===== config.mk =====
export PLATFORM = sky130hd
export DESIGN_NAME = ternary_weight_dot_product
export DESIGN_NICKNAME = d
export VERILOG_FILES = /design/src/rtl/twdp_pkg.sv /design/src/rtl/twdp_lane.sv /design/src/rtl/twdp_sum.sv /design/src/rtl/twdp_acc.sv /design/src/rtl/ternary_weight_dot_product.sv
export VERILOG_INCLUDE_DIRS = /design/src /design/src/rtl
export SDC_FILE = /design/constraint.sdc
export NUM_CORES = 1
export LEC_CHECK = 0
export ABC_AREA = 1
export BUFFER_PORTS_ARGS = -buffer_cell sky130_fd_sc_hd__clkbuf_2
export CORE_MARGIN = 2
export CORE_UTILIZATION = 55
export DETAILED_ROUTE_END_ITERATION = 16
export GPL_TIMING_DRIVEN = 1
export HOLD_SLACK_MARGIN = 0.05
export PLACE_DENSITY = 0.75
export SYNTH_ARGS = -nofsm -noshare
export SYNTH_HDL_FRONTEND = slang
export SYNTH_HIERARCHICAL = 1
export SYNTH_SLANG_ARGS = --single-unit

===== constraint.sdc =====
create_clock -name clk -period 6.2 [get_ports clk]
set_input_delay 0.93 -clock clk [delete_from_list [all_inputs] [get_ports clk]]
set_output_delay 0.93 -clock clk [all_outputs]
set_load 0.02 [all_outputs]

===== src/rtl/assert_macros.svh =====
// assertion macros for the rtl files, included by twdp_acc
`ifndef ASSERT_MACROS_SVH
`define ASSERT_MACROS_SVH

`ifndef ASSERT_OFF

// condition holds at every clock edge out of reset
`define TW_ASSERT_ALWAYS(lbl, cond) \
  lbl: assert property (@(posedge clk) disable iff (!rst_n) (cond)) \
    else $error("assertion failed");

// consequent holds in the cycle after the antecedent
`define TW_ASSERT_NEXT(lbl, ante, cons) \
  lbl: assert property (@(posedge clk) disable iff (!rst_n) (ante) |=> (cons)) \
    else $error("assertion failed");

`else

`define TW_ASSERT_ALWAYS(lbl, cond)
`define TW_ASSERT_NEXT(lbl, ante, cons)

`endif

`endif


===== src/rtl/twdp_pkg.sv =====
// shared types and constants of the ternary weight dot product block
`default_nettype none

package twdp_pkg;

  localparam int LANES  = 8;
  localparam int ACT_W  = 8;
  localparam int CODE_W = 2;
  localparam int CNT_W  = 4;
  localparam int TERM_W = ACT_W + 1;
  localparam int PSUM_W = TERM_W + $clog2(LANES);
  localparam int ACC_W  = 32;

  localparam logic [CODE_W-1:0] CODE_PLUS  = 2'd1;
  localparam logic [CODE_W-1:0] CODE_MINUS = 2'd2;

  typedef logic signed [TERM_W-1:0] term_t;
  typedef logic signed [PSUM_W-1:0] psum_t;
  typedef logic signed [ACC_W-1:0]  acc_t;

  typedef struct packed {
    logic  valid;
    logic  last;
    psum_t psum;
  } beat_t;

endpackage

`default_nettype wire


===== src/rtl/twdp_lane.sv =====
// one lane: turns an activation and its weight code into a signed term
`default_nettype none

module twdp_lane (
  input  wire logic signed [twdp_pkg::ACT_W-1:0]  act,
  input  wire logic        [twdp_pkg::CODE_W-1:0] code,
  input  wire logic                               enable,
  output twdp_pkg::term_t                         term
);

  twdp_pkg::term_t act_ext;

  assign act_ext = twdp_pkg::TERM_W'(act);

  always_comb begin
    term = '0;
    if (enable) begin
      case (code)
        twdp_pkg::CODE_PLUS:  term = act_ext;
        twdp_pkg::CODE_MINUS: term = -act_ext;
        default:              term = '0;
      endcase
    end
  end

endmodule

`default_nettype wire


===== src/rtl/twdp_sum.sv =====
// merges the lane terms of one beat and holds the partial sum in a stage register
`default_nettype none

module twdp_sum (
  input  wire logic            clk,
  input  wire logic            rst_n,
  input  wire twdp_pkg::term_t terms [twdp_pkg::LANES],
  input  wire logic            in_valid,
  input  wire logic            in_last,
  output logic                 in_stall,
  input  wire logic            adv,
  output twdp_pkg::beat_t      beat
);

  logic              valid_r;
  logic              valid_nxt;
  logic              last_r;
  twdp_pkg::psum_t   psum_r;
  twdp_pkg::psum_t   psum_nxt;
  twdp_pkg::psum_t   pair_sum [twdp_pkg::LANES/2];
  twdp_pkg::psum_t   quad_sum [twdp_pkg::LANES/4];
  logic              accept;

  // three-level adder tree over the eight lanes
  always_comb begin
    for (int i = 0; i < twdp_pkg::LANES/2; i++) begin
      pair_sum[i] = twdp_pkg::PSUM_W'(terms[2*i]) + twdp_pkg::PSUM_W'(terms[2*i+1]);
    end
    for (int i = 0; i < twdp_pkg::LANES/4; i++) begin
      quad_sum[i] = pair_sum[2*i] + pair_sum[2*i+1];
    end
    psum_nxt = quad_sum[0] + quad_sum[1];
  end

  assign in_stall  = valid_r & ~adv;
  assign accept    = in_valid & ~in_stall;
  assign valid_nxt = accept | (valid_r & ~adv);

  always_ff @(posedge clk) begin
    if (!rst_n) begin
      valid_r <= 1'b0;
    end else begin
      valid_r <= valid_nxt;
    end
  end

  always_ff @(posedge clk) begin
    if (accept) begin
      last_r <= in_last;
      psum_r <= psum_nxt;
    end
  end

  assign beat.valid = valid_r;
  assign beat.last  = last_r;
  assign beat.psum  = psum_r;

endmodule

`default_nettype wire


===== src/rtl/twdp_acc.sv =====
// running sum and result register
`default_nettype none

`include "assert_macros.svh"

module twdp_acc (
  input  wire logic            clk,
  input  wire logic            rst_n,
  input  wire twdp_pkg::beat_t beat,
  output logic                 adv,
  output logic                 out_valid,
  input  wire logic            out_stall,
  output twdp_pkg::acc_t       out_dot_result
);

  twdp_pkg::acc_t acc_r;
  twdp_pkg::acc_t acc_nxt;
  twdp_pkg::acc_t acc_sum;
  logic           out_valid_r;
  logic           out_valid_nxt;
  twdp_pkg::acc_t out_data_r;
  logic           out_free;
  logic           emit;

  assign out_free = ~out_valid_r | ~out_stall;
  assign adv      = beat.valid & (~beat.last | out_free);
  assign emit     = adv & beat.last;
  assign acc_sum  = acc_r + twdp_pkg::ACC_W'(beat.psum);

  always_comb begin
    acc_nxt = acc_r;
    if (adv) begin
      acc_nxt = beat.last ? '0 : acc_sum;
    end
    out_valid_nxt = emit | (out_valid_r & out_stall);
  end

  always_ff @(posedge clk) begin
    if (!rst_n) begin
      acc_r       <= '0;
      out_valid_r <= 1'b0;
    end else begin
      acc_r       <= acc_nxt;
      out_valid_r <= out_valid_nxt;
    end
  end

  always_ff @(posedge clk) begin
    if (emit) begin
      out_data_r <= acc_sum;
    end
  end

  assign out_valid      = out_valid_r;
  assign out_dot_result = out_data_r;

  `TW_ASSERT_NEXT(a_clear_after_last, emit, acc_r == '0)
  `TW_ASSERT_NEXT(a_result_is_sum, emit, out_valid && out_dot_result == $past(acc_sum))
  `TW_ASSERT_ALWAYS(a_no_overwrite, !(emit && out_valid_r && out_stall))

endmodule

`default_nettype wire


===== src/rtl/ternary_weight_dot_product.sv =====
// top level of the ternary weight dot product accumulator
// Takes one beat per clock: up to eight signed 8-bit activations with 2-bit
// weight codes (1 adds, 2 subtracts, 0 and 3 skip), of which the leading
// in_valid_lanes count, a count above eight meaning all eight. Eight lanes
// form their terms side by side and an adder tree merges them into a stage
// register; from there the partial sum is added into a 32-bit wrapping
// accumulator. On a beat marked last the finished sum moves from the stage
// register into the result register, held back only while the result
// register is still full, and the accumulator clears.
// Throughput is one beat per cycle; the input stalls only when a last beat
// waits in the stage register while the result register is still full.
`default_nettype none

module ternary_weight_dot_product (
  input  wire logic                               clk,
  input  wire logic                               rst_n,
  input  wire logic                               in_valid,
  output logic                                    in_stall,
  input  wire logic signed [twdp_pkg::ACT_W-1:0]  in_act_0,
  input  wire logic signed [twdp_pkg::ACT_W-1:0]  in_act_1,
  input  wire logic signed [twdp_pkg::ACT_W-1:0]  in_act_2,
  input  wire logic signed [twdp_pkg::ACT_W-1:0]  in_act_3,
  input  wire logic signed [twdp_pkg::ACT_W-1:0]  in_act_4,
  input  wire logic signed [twdp_pkg::ACT_W-1:0]  in_act_5,
  input  wire logic signed [twdp_pkg::ACT_W-1:0]  in_act_6,
  input  wire logic signed [twdp_pkg::ACT_W-1:0]  in_act_7,
  input  wire logic [twdp_pkg::LANES*twdp_pkg::CODE_W-1:0] in_weight_codes,
  input  wire logic [twdp_pkg::CNT_W-1:0]         in_valid_lanes,
  input  wire logic                               in_last_of_dot,
  output logic                                    out_valid,
  input  wire logic                               out_stall,
  output logic signed [twdp_pkg::ACC_W-1:0]       out_dot_result
);

  logic signed [twdp_pkg::ACT_W-1:0] acts [twdp_pkg::LANES];
  twdp_pkg::term_t                   terms [twdp_pkg::LANES];
  twdp_pkg::beat_t                   beat;
  logic                              adv;

  assign acts[0] = in_act_0;
  assign acts[1] = in_act_1;
  assign acts[2] = in_act_2;
  assign acts[3] = in_act_3;
  assign acts[4] = in_act_4;
  assign acts[5] = in_act_5;
  assign acts[6] = in_act_6;
  assign acts[7] = in_act_7;

  for (genvar i = 0; i < twdp_pkg::LANES; i++) begin : g_lane
    twdp_lane u_lane (
      .act    (acts[i]),
      .code   (in_weight_codes[twdp_pkg::CODE_W*i +: twdp_pkg::CODE_W]),
      .enable (in_valid_lanes > twdp_pkg::CNT_W'(i)),
      .term   (terms[i])
    );
  end

  twdp_sum u_sum (
    .clk      (clk),
    .rst_n    (rst_n),
    .terms    (terms),
    .in_valid (in_valid),
    .in_last  (in_last_of_dot),
    .in_stall (in_stall),
    .adv      (adv),
    .beat     (beat)
  );

  twdp_acc u_acc (
    .clk            (clk),
    .rst_n          (rst_n),
    .beat           (beat),
    .adv            (adv),
    .out_valid      (out_valid),
    .out_stall      (out_stall),
    .out_dot_result (out_dot_result)
  );

endmodule

`default_nettype wire


==> reports/metrics.yaml <==
die_area_um2: 18850
critPathLaunchType: "primary input"
dr.pass1.iters: 5
numClockSinks: 79
power_density_nw_per_um2: 238.8
crit_arrival_ns: 5.25
cts_resized: 0
syn_nets: 1729
root_buffer: "clkbuf_16"
drive_gt1_share_pct: 14.49
seq_area_um2: 2032
slew_headroom_pct: 19.73
core-area_um2: 17360
hold_class: "flop to flop"
final.setup_skew_ns: 0.006295
synth_warnings: 6
dp_hpwl_mm: 20.12
cp-end-kind: "flop"
worstPathRequired_ns: 6.30
synthCells: 1515
wl_mm: 23.98
r2r-start: "u_sum/psum_r[11]"
ys_seq_area_share_pct: 20.79
grt_pass1_wl_mm: 39.19
clkTransAtPathRegs_ns: 0.06
rows: 48
cp_max_fo: 5
ir_drop_mv: 0.1831
status: "completed"
antenna_cells: 0
power_leakage_nw: 5.964
cts_tree: "built"
synthArstFlopShare_pct: 0
fmax_ghz: 0.1942
rsz0062_at_grt: "no"
period_needed_ns: 5.148
final_cells: 1868
synthesis.area_um2: 9774
drc: 0
cts.hold.buffers_added: 0
drtIter0Drc: 482
clkLatencyLatePin_ns: 0.34
start_util_pct: 56.31
globalplace.congestion: 0.9508
die_h_um: 137.3
grt_max_degree: 35
setup_viol: 0
cts_buffer_depth: 2
gr-total-overflow: 0
numCtsBuffers: 9
finalPower_mw: 2.618
die_x_um: 137.3
final_antenna_net_count: 0
viasPerCell: 4.977
cts_max_level: 3
tns_ns: 0
cp-endpoint: "u_sum/psum_r[10]"
rrSetupSlack_ns: 3.28
wl_per_cell_um: 12.84
synth_area_per_cell_um2: 6.452
final_common_cell: "nand2_1"
drv_cap: 0
startpoint: "in_weight_codes[14]"
first_global_vias: 8838
final_nets: 1852
final_cell_mix: "469 x nand2_1, 345 x inv_1, 122 x clkbuf_2, 103 x a21oi_1, 102 x nor2_1"
fillCellCount: 1655
routed-via-count: 9297
reg2reg_depth: 8
final_area_um2: 10960
cts_setup_buffers: 0
ys_seq_elements: 79
io_buffers: 122
period_share_pct: 83.04
fin_util_pct: 63.16
hold_violations: 0
worst_slew_pin_slew_ns: 1.200
io_pins: 123
placed_cell_area_um2: 10640
slew_violations: 0
ys_types: 35
track_usage_pct: 26.21
synth_edf_count: 45
synthFlopType: "edfxtp_1"
synthToLayoutAreaGrowth_pct: 12.16
numPlacedInstances: 1852
multiInputGateArea_um2: 6299
reg2reg_to: "u_acc/out_dot_result[20]"
antenna_found_initial: 0
critical_path_class: "primary input to flop"
[logic make-up (layout without fill, tap and decap cells)]
group,Yosys count,count (layout),share of synthesized area (%)
flip-flops,79,79,20.79
AND/OR/NAND/NOR,707,707,30.24
adder cells (fa/ha/maj),125,125,20.46
AO/OA/AOI/OAI,194,194,11.23
XOR/XNOR,24,24,2.381
buffers and inverters,386,514,14.91
[cell type report]
class	count	share of cell area, %
clock buffer	9	2.054
sequential	79	18.53
tap	225	2.568
multi-input combinational	1050	57.45
timing repair buffer	124	5.706
inverter	374	12.81
clock inverter	7	0.8788
[power breakdown]
| part | leakage, nW | total, mW | switching [mW] | internal [mW] |
|---|---|---|---|---|
| registers | 0.699 | 0.739 | 0.0539 | 0.685 |
| logic | 5.12 | 1.32 | 0.848 | 0.470 |
| clock network | 0.148 | 0.561 | 0.209 | 0.353 |
[critical path, cell delays in order]
cell and delay (ns):
clkbuf_2 0.09, inv_1 0.04, ha_1 0.32, nor2_4 0.15, inv_1 0.10, a21oi_1 0.15
inv_1 0.08, fa_1 0.55, inv_1 0.07, fa_1 0.52, fa_1 0.55, inv_1 0.05
fa_1 0.46, inv_1 0.07, ha_1 0.18, inv_1 0.06, fa_1 0.41, o21ai_2 0.23
nand2_1 0.10, nand3_1 0.09, nand2_1 0.05
[routing by layer]
layer / up-vias / global-route usage [%] / routed length (um)
met2: 265 / 47.48 / 11870
met1: 4151 / 30.44 / 9934
met5: - / 0 / 0
met4: 0 / 12.26 / 1024
met3: 53 / 3.642 / 1143
li1: 4828 / - / -
[how the worst min path moves through the flow]
stage,start,to,slack (ns),depth (start not counted)
final,u_acc/acc_r[26],u_acc/acc_r[26],0.47,2
after global routing,u_acc/acc_r[22],u_acc/acc_r[22],0.48,2
after CTS,u_acc/acc_r[6],u_acc/acc_r[6],0.48,2
after detailed placement,u_acc/acc_r[17],u_acc/acc_r[17],0.46,2
after global placement,u_acc/acc_r[0],u_acc/acc_r[0],0.46,2
after floorplan,u_acc/acc_r[0],u_acc/acc_r[0],0.45,2
[synthesized netlist by cell type, types with 9 or more instances]
cell type | instances | share of area (%)
a21oi_1 | 103 | 5.3
nand2_1 | 469 | 18
clkbuf_1 | 9 | 0.35
ha_1 | 67 | 8.6
edfxtp_1 | 45 | 14
and2_1 | 15 | 0.96
o21ai_2 | 11 | 0.99
fa_1 | 58 | 12
inv_2 | 29 | 1.1
o21ai_1 | 25 | 1.3
inv_1 | 345 | 13
nor2_2 | 19 | 1.2
dfxtp_1 | 34 | 7.0
xor2_1 | 17 | 1.5
o21ai_0 | 25 | 1.3
nand3_1 | 68 | 3.5
nand2_2 | 15 | 0.96
nor2_1 | 103 | 4.0
[per-stage QoR]
step                worst slack, ns  hold WS (ns)
finish                        1.052        0.4702
global route                 0.7570        0.4841
CTS                           1.042        0.4750
detailed placement           0.6796        0.4639
global placement             0.8026        0.4582
floorplan                     1.102        0.4491
[flip-flops by register name, indices dropped and copies added (netlist names)]
register / cells
u_acc/out_valid: 1
u_sum/last_r: 1
u_sum/valid_r: 1
u_sum/psum_r: 12
u_acc/acc_r: 32
u_acc/out_dot_result: 32
Power figures use the tool's default switching activity.
